## config.mk

```make
export PLATFORM = sky130hd
export DESIGN_NAME = nmt_cell
export DESIGN_NICKNAME = d
export VERILOG_FILES = /design/src/nmt_pkg.sv /design/src/nmt_cell.sv
export SDC_FILE = /design/constraint.sdc
export NUM_CORES = 1
export LEC_CHECK = 0
export BUFFER_PORTS_ARGS = -buffer_cell sky130_fd_sc_hd__buf_2
export CAP_MARGIN = 20
export CELL_PAD_IN_SITES_DETAIL_PLACEMENT = 0
export CELL_PAD_IN_SITES_GLOBAL_PLACEMENT = 2
export CORE_AREA = 2 2 203 205
export DETAILED_ROUTE_END_ITERATION = 16
export DIE_AREA = 0 0 205 207
export PLACE_DENSITY_LB_ADDON = 0.1
export SLEW_MARGIN = 10
export SYNTH_ARGS = -nofsm -noshare
export SYNTH_HDL_FRONTEND = slang
export SYNTH_SLANG_ARGS = --single-unit
export TNS_END_PERCENT = 30
```

## constraint.sdc

```tcl
create_clock -name i_clk -period 24.6 [get_ports i_clk]
set_clock_uncertainty 0.1 [all_clocks]
set_input_delay 7.38 -clock i_clk [delete_from_list [all_inputs] [get_ports i_clk]]
set_output_delay 7.38 -clock i_clk [all_outputs]
set_load 0.01 [all_outputs]
```

## src/nmt_pkg.sv

```systemverilog
// Package for the NAT mapping table: transfer payload types, codes, cell command
// and entry types, reset constants and the port allocator step function.
// No dependencies.
package nmt_pkg;

    localparam int DEF_ENTRIES = 64;

    localparam logic [15:0] RST_ICMP_TIMEOUT = 16'd60;
    localparam logic [15:0] RST_PORT_LOW     = 16'd1024;
    localparam logic [15:0] RST_PORT_HIGH    = 16'd65535;

    typedef enum logic [1:0] {
        OP_INSERT     = 2'd0,
        OP_LOOKUP_INT = 2'd1,
        OP_LOOKUP_EXT = 2'd2,
        OP_TICK       = 2'd3
    } t_op;

    typedef enum logic [1:0] {
        ST_OK   = 2'd0,
        ST_MISS = 2'd1,
        ST_FULL = 2'd2,
        ST_TICK = 2'd3
    } t_status;

    typedef enum logic [1:0] {
        CFG_ICMP_TIMEOUT = 2'd0,
        CFG_PORT_LOW     = 2'd1,
        CFG_PORT_HIGH    = 2'd2
    } t_cfg_idx;

    typedef enum logic [2:0] {
        S_IDLE,
        S_MATCH,
        S_SCAN,
        S_COMPACT,
        S_DONE
    } t_state;

    typedef enum logic [2:0] {
        CMD_NONE,
        CMD_WRITE,
        CMD_MATCH_INT,
        CMD_MATCH_EXT,
        CMD_MATCH_PORT,
        CMD_EXPIRE,
        CMD_SWAP
    } t_cmd_code;

    typedef struct packed {
        logic [1:0]  operation;
        logic        kind;
        logic [31:0] internal_ip;
        logic [15:0] internal_port;
        logic [15:0] external_port;
    } t_in_item;

    typedef struct packed {
        logic [1:0]  status;
        logic        found_kind;
        logic [31:0] found_internal_ip;
        logic [15:0] found_internal_port;
        logic [15:0] found_external_port;
        logic [6:0]  expired_count;
    } t_result;

    typedef struct packed {
        logic        valid;
        logic        kind;
        logic [31:0] ip;
        logic [15:0] iport;
        logic [15:0] eport;
        logic [31:0] stamp;
    } t_entry;

    typedef struct packed {
        t_cmd_code   code;
        logic        phase;
        logic        kind;
        logic [31:0] ip;
        logic [15:0] iport;
        logic [15:0] port;
        logic [31:0] seconds;
        logic [15:0] timeout;
        t_entry      wr_ent;
    } t_cell_cmd;

    // Advance the allocator by one, wrapping past the high port to the low port.
    function automatic logic [15:0] step_port(input logic [15:0] p,
                                              input logic [15:0] lo,
                                              input logic [15:0] hi);
        logic [16:0] n;
        n = {1'b0, p} + 17'd1;
        if (n > {1'b0, hi}) begin
            return lo;
        end
        return n[15:0];
    endfunction

endpackage

```

## src/nmt_cell.sv

```systemverilog
// One cell of the mapping table: holds one entry, matches it against the
// broadcast key, ages it out and trades places with a neighbor during compaction.
// Depends on nmt_pkg.
module nmt_cell #(
    parameter int IDX   = 0,
    parameter int IDX_W = 6
) (
    input  logic              i_clk,
    input  logic              i_rst_n,
    input  nmt_pkg::t_cell_cmd i_cmd,
    input  logic [IDX_W-1:0]  i_wr_idx,
    input  nmt_pkg::t_entry   i_lower,
    input  nmt_pkg::t_entry   i_upper,
    output nmt_pkg::t_entry   o_entry,
    output logic              o_hit
);
    import nmt_pkg::*;

    localparam logic PAR = 1'(IDX % 2);

    t_entry      r_ent, n_ent;
    logic        r_hit, n_hit;
    logic [31:0] w_age;

    assign w_age = i_cmd.seconds - r_ent.stamp;

    // Decode the broadcast command for this cell
    always_comb begin
        n_ent = r_ent;
        n_hit = r_hit;
        unique case (i_cmd.code)
            CMD_WRITE: begin
                if (i_wr_idx == IDX_W'(IDX)) begin
                    n_ent = i_cmd.wr_ent;
                end
            end
            CMD_MATCH_INT: begin
                n_hit = r_ent.valid && (r_ent.kind == i_cmd.kind) &&
                        (r_ent.ip == i_cmd.ip) && (r_ent.iport == i_cmd.iport);
            end
            CMD_MATCH_EXT: begin
                n_hit = r_ent.valid && (r_ent.kind == i_cmd.kind) &&
                        (r_ent.eport == i_cmd.port);
            end
            CMD_MATCH_PORT: begin
                n_hit = r_ent.valid && (r_ent.eport == i_cmd.port);
            end
            CMD_EXPIRE: begin
                n_hit = r_ent.valid && !r_ent.kind && (w_age > {16'd0, i_cmd.timeout});
                if (n_hit) begin
                    n_ent.valid = 1'b0;
                end
            end
            CMD_SWAP: begin
                // lower cell of a pair pulls a valid entry down into its hole
                if (PAR == i_cmd.phase) begin
                    if (!r_ent.valid && i_upper.valid) begin
                        n_ent = i_upper;
                    end
                end else if (IDX > 0) begin
                    if (r_ent.valid && !i_lower.valid) begin
                        n_ent = i_lower;
                    end
                end
            end
            default: begin
            end
        endcase
    end

    // Hold the entry; only its valid bit and the hit flag are reset
    always_ff @(posedge i_clk) begin
        if (!i_rst_n) begin
            r_ent.valid <= 1'b0;
            r_hit       <= 1'b0;
        end else begin
            r_ent <= n_ent;
            r_hit <= n_hit;
        end
    end

    assign o_entry = r_ent;
    assign o_hit   = r_hit;

endmodule

```

==> results of run 1 <==
## worst min-delay path, cell delays in order (launching register included)
cell	delay [ns]
dfxtp_1	0.34
o21ai_0	0.08
a21oi_1	0.13
a21oi_1	0.05
o21ai_1	0.06
## cells in the mapped netlist (4+ instances only)
master | number | area [sq um]
buf_1 | 8 | 30.0
nand3_1 | 7 | 35.0
nand2_1 | 37 | 139
nand2b_1 | 9 | 56.3
edfxtp_1 | 97 | 2910
a21oi_1 | 41 | 205
nor2_1 | 35 | 131
o211ai_1 | 7 | 52.6
xnor2_1 | 33 | 289
nor4_1 | 11 | 68.8
clkbuf_1 | 4 | 15.0
a211oi_1 | 5 | 37.5
o21a_1 | 7 | 52.6
a21o_1 | 13 | 97.6
a21oi_2 | 4 | 35.0
inv_1 | 66 | 248
xor2_1 | 43 | 377
o21ai_0 | 20 | 100
and2_1 | 4 | 25.0
o21ai_1 | 6 | 30.0
mux2_2 | 98 | 1100
ha_1 | 47 | 588
nor3_1 | 5 | 25.0
nand4_1 | 20 | 125
## power breakdown
group          switching [mW]  leakage [nW]  total (mW)  internal, mW
sequential            0.00527         0.899       0.200         0.194
combinational          0.0681          3.64       0.132        0.0635
clock                  0.0739         0.143       0.153        0.0786
total                   0.147          4.68       0.484         0.337
## registers in the layout (all words and copies together), names as in the netlist
| register | flops |
|---|---|
| o_entry | 98 |
| o_hit | 1 |
## per-layer routing
layer / global-route usage, % / vias to the layer above / share of wire [%]
met5: 0 / - / 0.075
met4: 3.97 / 4 / 1.3
met3: 4.15 / 21 / 5.8
met2: 27.1 / 209 / 51
met1: 17.9 / 3139 / 41
li1: - / 3428 / -
## stage by stage
step                worst slack [ns]  utilization [%]  area, sq um  hold WS, ns
floorplan                      11.62                -         7410        0.535
global placement               12.35             25.1        10100        0.597
detailed placement             12.35             25.1        10100        0.589
CTS                            12.78             25.9        10400        0.613
global route                   12.51             25.9        10400        0.696
finish                         12.97             25.9        10400        0.583
## placed cells by master (no fill, tap or decap), drive strengths merged, types with 3 or more instances in the layout
cell type	instances
or3	3
edfxtp	97
a221oi	4
nor2	35
a21oi	45
nor3	6
a211oi	5
a21o	13
nand4	20
ha	47
clkinv	5
nand2	37
xnor2	33
a211o	3
nand2b	9
nand3	7
inv	66
o21bai	3
o31ai	3
mux2	98
clkbuf	9
o21a	7
o21ai	26
xor2	43
mux2i	3
a41oi	3
nor4	13
and2	5
nor2b	3
o22ai	3
buf	422
o211ai	7
## how the worst min path moves through the flow
| stage | startpoint | endpoint |
|---|---|---|
| 2_1_floorplan | o_entry[96]$_DFFE_PP_ | o_hit$_SDFFE_PN0P_ |
| 3_3_place_gp | o_hit$_SDFFE_PN0P_ | o_hit$_SDFFE_PN0P_ |
| 3_5_place_dp | o_hit$_SDFFE_PN0P_ | o_hit$_SDFFE_PN0P_ |
| 4_1_cts | o_hit$_SDFFE_PN0P_ | o_hit$_SDFFE_PN0P_ |
| 5_1_grt | o_entry[96]$_DFFE_PP_ | o_hit$_SDFFE_PN0P_ |
| 6_report | o_hit$_SDFFE_PN0P_ | o_hit$_SDFFE_PN0P_ |
## final cells by class
type                            instances  area [sq um]  area share [%]
Clock inverter                          7          68.8           0.659
Sequential cell                        99          2950            28.3
Tap cell                              532           666            6.37
Antenna cell                            1          2.50          0.0240
Inverter                               66           248            2.37
Clock buffer                            9           225            2.16
Timing Repair Buffer                  422          2120            20.3
Multi-Input combinational cell        518          4160            39.8
## cells by family (layout without fill, tap and decap cells)
family                     count (synthesis)  in the layout  share of synthesized area (%)
DFF                                       99             99                           39.8
xor gates and xnor gates                  76             76                           8.98
and+or+nand+nor                          146            146                           10.0
other                                      0              1                              0
buffers and inverters                     81            504                           4.24
adders and majority gates                 48             48                           8.20
muxes                                    101            101                           15.3
AOI/OAI and AO/OA                        147            147                           13.4
==> qor.csv, run 1 <==
metric;value;unit
Tcrit/Tclk final;47.3;%
Cell Count, Final, Fillers Out;1654;
DIE AREA;42400;sq um
initial core utilization;18.4;%
share of layout cells above drive strength 1;49.0;%
Pwr Total;0.484;mW
gr usage total;15.2;%
synth unique cells;65;
chip width;205;microns
crit path kind;primary input to flip-flop;
Area Growth Syn to Fin;40.9;%
Yosys reg bits;99;
EDFF count, synth;97;
arrival time at the worst endpoint;11.80;ns
PwrDens;46.3;nW/um^2
DRT Wirelength;32.0;mm
largest net degree at the start of global routing;70;
crit path cell chain;buf_2 -> inv_1 -> ha_1 -> fa_1 -> nand2b_1 -> a21oi_1 -> o21ai_0 -> o21ai_0 -> xor2_1 -> ha_1 -> nand4_1 -> nor3_1 -> a221o_1 -> o31ai_1 -> o2111ai_1 -> nor4_2 -> nand4_1 -> nor4_2 -> o21ai_1;
Fin. Hold Viols;0;
CTS tree;done;
Hold Crit Depth;4;
fraction of registers with async set/reset;0;%
Routability Congestion;0.759;
sequential element share of the synthesized area;39.8;%
TNS Setup;0;ns
CTS sink cnt;99;
clock tree buffer depth;2;
max-cap viol count;0;
R2R Path End;o_hit$_SDFFE_PN0P_;
top_reg_cell synth;edfxtp_1;
Crit Reg-Reg Startpoint;o_entry[0]$_DFFE_PP_;
height of the die;207;microns
Final Critical Period;11.63;ns
H-tree depth;3;
Worst-path clk slew;0.08;ns
core area;40400;sq um
top cell family by delay on the critical path;compound AO/OA/AOI/OAI gates;
FF-to-FF path depth;17;
max_slew headroom;34.4;%
max incr delay on CP;0.47;ns
min-delay worst type;flip-flop to flip-flop;
Worst path depth;19;
static leakage;4.68;nW
post-CTS resize count;0;
io pins;518;
worst skew pair latency;0.38;ns
number of global-route vias before repair;7418;
DRT iter0 DRCs;210;
Critical path buffers and inverters;2;
Placement Rows;74;
# nets final;1583;
antenna viol nets, final;0;
critical path required time;24.77;ns
Reg2Reg Setup Slack;19.67;ns
I/O Buffers;419;
wire per inst;19.4;microns
CP startpoint kind;primary input;
RSZ-0062 raised after global routing;false;
Pre-antenna DRT Iters;4;
HPWL after detailed placement;27.3;mm
Synth Warn #;0;
Critical path origin;i_cmd[114];
CTS Buf Count;9;
Final setup viols;0;
post-synthesis net count;1165;
initial antenna violation count;4;
crit end category;flip-flop;
total grt overflow;0;
status;finished clean;
CP endpoint;o_hit$_SDFFE_PN0P_;
first-pass GRT wire length;46.8;mm
Avg Cell Area, Syn;10.6;sq um
Mapped Cells;698;
critical path fanouts, max;4;
Placed Instances;1637;
CTS Hold Bufs;0;
Layout fillers;4526;
slowest CP cell;o31ai_1;
DRC viols;0;
via count;6801;
max-slew violations;0;
Slew @ Worst Pin;0.983;ns
number of buffers added for setup after CTS;0;
fmax;86.0;MHz
vias per cell;4.11;
Max rail drop VDD;0.0349;mV
root buf cell;clkbuf_16;
Netlist Area Pre-Place;7410;sq um
No activity file was read; power rests on OpenSTA's default activity.
==> run 2, diff against run 1 <==
--- a/config.mk
+++ b/config.mk
@@ -9,9 +9,9 @@
 export CAP_MARGIN = 20
 export CELL_PAD_IN_SITES_DETAIL_PLACEMENT = 0
 export CELL_PAD_IN_SITES_GLOBAL_PLACEMENT = 2
-export CORE_AREA = 2 2 203 205
+export CORE_AREA = 2 2 200 202
 export DETAILED_ROUTE_END_ITERATION = 16
-export DIE_AREA = 0 0 205 207
+export DIE_AREA = 0 0 202 204
 export PLACE_DENSITY_LB_ADDON = 0.1
 export SLEW_MARGIN = 10
 export SYNTH_ARGS = -nofsm -noshare
==> constraint.sdc (replaced) <==
create_clock -name i_clk -period 11.4 [get_ports i_clk]
set_clock_uncertainty 0.1 [all_clocks]
set_input_delay 3.42 -clock i_clk [delete_from_list [all_inputs] [get_ports i_clk]]
set_output_delay 3.42 -clock i_clk [all_outputs]
set_load 0.01 [all_outputs]
==> run 2 against run 1 <==
Compared with the run above: design area increased by 0.36%; non-clock buffer count unchanged; flip-flop and latch count is the same; largest cell class unchanged.
==> qor.csv, run 2 (same netlist as run 1, synthesis figures left out) <==
metric;value;unit
R2R Path End;o_hit$_SDFFE_PN0P_;
post-CTS resize count;0;
Pre-antenna DRT Iters;4;
commonest non-fill, non-tap cell in the layout;buf_2;
min-delay worst type;flip-flop to flip-flop;
CTS Hold Bufs;0;
Fin. Hold Viols;0;
Routability Congestion;0.785;
RSZ-0062 raised after global routing;false;
CP endpoint;o_hit$_SDFFE_PN0P_;
# nets final;1583;
via count;6851;
commonest non-fill, non-tap cells in the layout;419 x buf_2, 98 x mux2_2, 97 x edfxtp_1;
crit end category;flip-flop;
Reg2Reg Setup Slack;6.38;ns
first-pass GRT wire length;46.2;mm
critical path required time;11.54;ns
arrival time at the worst endpoint;7.93;ns
io pins;518;
DRC viols;0;
Final Critical Period;7.79;ns
worst skew pair latency;0.36;ns
initial core utilization;18.9;%
FF-to-FF path depth;17;
gr usage total;15.4;%
max_slew headroom;29.6;%
CP startpoint kind;primary input;
initial antenna violation count;6;
number of buffers added for setup after CTS;0;
Placed Instances;1629;
PwrDens;101;nW/um^2
Area Growth Syn to Fin;41.4;%
root buf cell;clkbuf_16;
Final Core Density;26.7;%
Crit Reg-Reg Startpoint;o_entry[0]$_DFFE_PP_;
core area;39200;sq um
Placement Rows;73;
share of layout cells above drive strength 1;48.9;%
CTS sink cnt;99;
max FFs per register;98;
H-tree depth;3;
Slew @ Worst Pin;1.06;ns
crit path kind;primary input to flip-flop;
post-route cell area;10500;sq um
Hold Crit Depth;3;
Area after DPL;10100;sq um
Layout fillers;4236;
critical path fanouts, max;4;
status;finished clean;
height of the die;204;microns
DIE AREA;41200;sq um
largest net degree at the start of global routing;76;
TNS Setup;0;ns
max-slew violations;0;
DRT iter0 DRCs;256;
clock tree buffer depth;2;
CTS tree;done;
Critical path origin;i_cmd[114];
max-cap viol count;0;
DRT Wirelength;32.0;mm
Final setup viols;0;
I/O Buffers;419;
Worst-path clk slew;0.08;ns
Max rail drop VDD;0.0757;mV
HPWL after detailed placement;27.4;mm
antenna viol nets, final;0;
static leakage;4.70;nW
CTS Buf Count;9;
vias per cell;4.16;
Cell Count, Final, Fillers Out;1648;
fmax;128;MHz
wire per inst;19.4;microns
chip width;202;microns
number of global-route vias before repair;7411;
total grt overflow;0;
Tcrit/Tclk final;68.3;%
run 2: critical path, cell delays in order:
cell and delay [ns]:
buf_2 0.08, inv_1 0.04, ha_1 0.21, fa_1 0.40, nand2b_1 0.19, a21oi_1 0.35
o21ai_0 0.25, o21ai_0 0.26, xor2_1 0.21, ha_1 0.26, nand4_1 0.15, nor3_1 0.09
a221o_1 0.30, o31ai_1 0.49, o2111ai_1 0.25, nor4_2 0.28, nand4_1 0.15, nor4_2 0.42
o21ai_1 0.13
run 2: per-layer routing:
metal | wire (microns) | vias to the layer above | global-route usage [%]
met5 | 24 | - | 0
met4 | 391 | 4 | 3.73
met3 | 2100 | 19 | 4.70
met2 | 16400 | 226 | 27.6
met1 | 13100 | 3168 | 17.9
li1 | - | 3434 | -
run 2: per-stage QoR:
stage                     power, mW  hold slack, ns  setup WS [ns]
after floorplan               0.602           0.535           2.38
after global placement        0.731           0.558           3.09
after detailed placement      0.729           0.556           3.13
after CTS                      1.09           0.569           3.55
after global routing           1.13           0.625           3.30
final                          1.06           0.560           3.62
run 2: worst min path at each step:
stage	slack, ns	to	start
final	0.56	o_hit$_SDFFE_PN0P_	o_entry[96]$_DFFE_PP_
after CTS	0.57	o_hit$_SDFFE_PN0P_	o_entry[96]$_DFFE_PP_
after floorplan	0.53	o_hit$_SDFFE_PN0P_	o_entry[96]$_DFFE_PP_
after detailed placement	0.56	o_hit$_SDFFE_PN0P_	o_entry[96]$_DFFE_PP_
after global placement	0.56	o_hit$_SDFFE_PN0P_	o_entry[96]$_DFFE_PP_
after global routing	0.63	o_hit$_SDFFE_PN0P_	o_entry[96]$_DFFE_PP_
run 2: cell type report:
class                           count  area, sq um  share of cell area (%)
Antenna cell                        2         5.00                  0.0478
Clock buffer                       11          233                    2.22
Clock inverter                      5         85.1                   0.812
Inverter                           66          248                    2.36
Multi-Input combinational cell    518         4160                    39.7
Sequential cell                    99         2950                    28.2
Tap cell                          525          657                    6.27
Timing Repair Buffer              422         2140                    20.4
run 2: report_power, final:
part           internal (mW)  leakage (nW)  switching (mW)
Combinational          0.137          3.65           0.147
Clock                  0.194         0.150           0.152
Sequential             0.419         0.899          0.0112
Total                  0.751          4.70           0.310
==> run 3, diff against run 2 <==
--- a/config.mk
+++ b/config.mk
@@ -9,9 +9,9 @@
 export CAP_MARGIN = 20
 export CELL_PAD_IN_SITES_DETAIL_PLACEMENT = 0
 export CELL_PAD_IN_SITES_GLOBAL_PLACEMENT = 2
-export CORE_AREA = 2 2 200 202
+export CORE_AREA = 2 2 203 205
 export DETAILED_ROUTE_END_ITERATION = 16
-export DIE_AREA = 0 0 202 204
+export DIE_AREA = 0 0 205 207
 export PLACE_DENSITY_LB_ADDON = 0.1
 export SLEW_MARGIN = 10
 export SYNTH_ARGS = -nofsm -noshare
==> constraint.sdc (replaced) <==
create_clock -name i_clk -period 6.92 [get_ports i_clk]
set_clock_uncertainty 0.1 [all_clocks]
set_input_delay 2.076 -clock i_clk [delete_from_list [all_inputs] [get_ports i_clk]]
set_output_delay 2.076 -clock i_clk [all_outputs]
set_load 0.01 [all_outputs]
==> run 3 against run 2 <==
Compared with the run above: via count is 0.54% lower; clock power rose by 53%; sequential share of layout area is 0.084 points higher; non-clock buffer count increased by 2; global-route usage fell by 0.41 points; register-to-register slack worse by 4.2 ns; flip-flop and latch count stayed put; routed wire length decreased by 0.70%; die area increased by 3.0%; combinational power increased by 64%; sequential power is 65% higher; power rose by 61%.
==> qor.csv, run 3 (same netlist as run 1, synthesis figures left out) <==
metric;value;unit
arrival time at the worst endpoint;6.34;ns
first-pass GRT wire length;46.3;mm
number of global-route vias before repair;7381;
io pins;518;
core area;40400;sq um
CP startpoint kind;primary input;
initial core utilization;18.4;%
CTS Buf Count;9;
total grt overflow;0;
final worst setup slack;0.751;ns
critical path required time;7.09;ns
height of the die;207;microns
static leakage;4.68;nW
crit path kind;primary input to flip-flop;
max FFs per register;98;
DRC viols;0;
max incr delay on CP;0.35;ns
min-delay worst type;flip-flop to flip-flop;
Layout fillers;4555;
Pre-antenna DRT Iters;4;
vias per cell;4.11;
max-slew violations;0;
Setup WS pre-CTS;0.261;ns
Final Critical Period;6.17;ns
CTS tree;done;
DRT iter0 DRCs;247;
chip width;205;microns
final hold slack;0.614;ns
max-cap viol count;0;
fmax;162;MHz
via count;6814;
Placement Rows;74;
# nets final;1585;
Routability Congestion;0.783;
Worst-path clk slew;0.08;ns
max_slew headroom;37.9;%
worst skew pair latency;0.38;ns
largest net degree at the start of global routing;68;
HPWL after detailed placement;27.0;mm
Tcrit/Tclk final;89.1;%
initial antenna violation count;8;
CTS Hold Bufs;0;
status;finished clean;
wire per inst;19.2;microns
crit end category;flip-flop;
CTS sink cnt;99;
Final setup viols;0;
crit path cell chain;buf_2 -> ha_1 -> a21o_1 -> a211o_1 -> o21ai_1 -> a31oi_1 -> a31oi_1 -> xnor2_1 -> ha_1 -> nand4_1 -> nor3_1 -> a221o_1 -> o31ai_1 -> buf_4 -> o2111ai_1 -> nor4_2 -> nand4_1 -> nor4_2 -> buf_4 -> o21ai_1;
number of buffers added for setup after CTS;0;
commonest non-fill, non-tap cells in the layout;419 x buf_2, 98 x mux2_2, 97 x edfxtp_1;
clock tree buffer depth;2;
PwrDens;164;nW/um^2
TNS Setup;0;ns
I/O Buffers;419;
share of layout cells above drive strength 1;48.8;%
post-CTS resize count;0;
Slew @ Worst Pin;0.932;ns
DRT Wirelength;31.8;mm
DIE AREA;42400;sq um
commonest non-fill, non-tap cell in the layout;buf_2;
root buf cell;clkbuf_16;
critical path fanouts, max;4;
Final Core Density;25.9;%
slowest CP cell;ha_1;
Max rail drop VDD;0.123;mV
Area Growth Syn to Fin;41.0;%
gr usage total;15.0;%
H-tree depth;3;
antenna viol nets, final;0;
RSZ-0062 raised after global routing;false;
Fin. Hold Viols;0;
## run 3: final cells by class
| type | instances | area, sq um | share of cell area [%] |
|---|---|---|---|
| repair buffers | 424 | 2130 | 20.4 |
| flip-flops and latches | 99 | 2950 | 28.3 |
| clock inverters | 2 | 37.5 | 0.359 |
| inverters | 66 | 248 | 2.37 |
| well taps | 532 | 666 | 6.37 |
| multi-input cells | 518 | 4160 | 39.8 |
| diodes | 4 | 10.0 | 0.0958 |
| clock buffers | 13 | 240 | 2.30 |
## run 3: power breakdown
part | internal, mW | leakage (nW) | switching, mW
Clock | 0.280 | 0.130 | 0.251
Sequential | 0.691 | 0.899 | 0.0194
Combinational | 0.227 | 3.65 | 0.240
Total | 1.20 | 4.68 | 0.510
## run 3: critical path: cells and delay by family
kind | cells | cell delay [ns]
AOI/OAI and AO/OA | 9 | 2.05
and+or+nand+nor | 5 | 0.96
adders and majority gates | 2 | 0.62
buffers and inverters | 3 | 0.46
xor gates and xnor gates | 1 | 0.15
## run 3: path summary, 6_finish.rpt
| kind | endpoint | depth (start not counted) | start | slack [ns] |
|---|---|---|---|---|
| setup / recovery | o_hit$_SDFFE_PN0P_ | 20 | i_cmd[118] | 0.75 |
| hold / removal | o_hit$_SDFFE_PN0P_ | 4 | o_hit$_SDFFE_PN0P_ | 0.61 |
| setup reg to reg | o_hit$_SDFFE_PN0P_ | 20 | o_entry[4]$_DFFE_PP_ | 2.16 |
| hold reg to reg | o_hit$_SDFFE_PN0P_ | 4 | o_hit$_SDFFE_PN0P_ | 0.61 |
## run 3: metal layers
metal  vias to the layer above  wire (microns)  part of all wire, %  global-route usage, %
met5                         -              31                0.097                      0
met4                         6             597                  1.9                   4.61
met3                        29            2210                  7.0                   4.91
met2                       214           16100                   51                   26.3
met1                      3131           12900                   40                   17.1
li1                       3434               -                    -                      -
## run 3: stage by stage
stage	area, sq um	total power, mW	cells
2_1_floorplan	7410	0.990	698
3_3_place_gp	10200	1.21	1639
3_5_place_dp	10200	1.20	1639
4_1_cts	10400	1.75	1654
5_1_grt	10400	1.81	1657
6_report	10400	1.71	1658
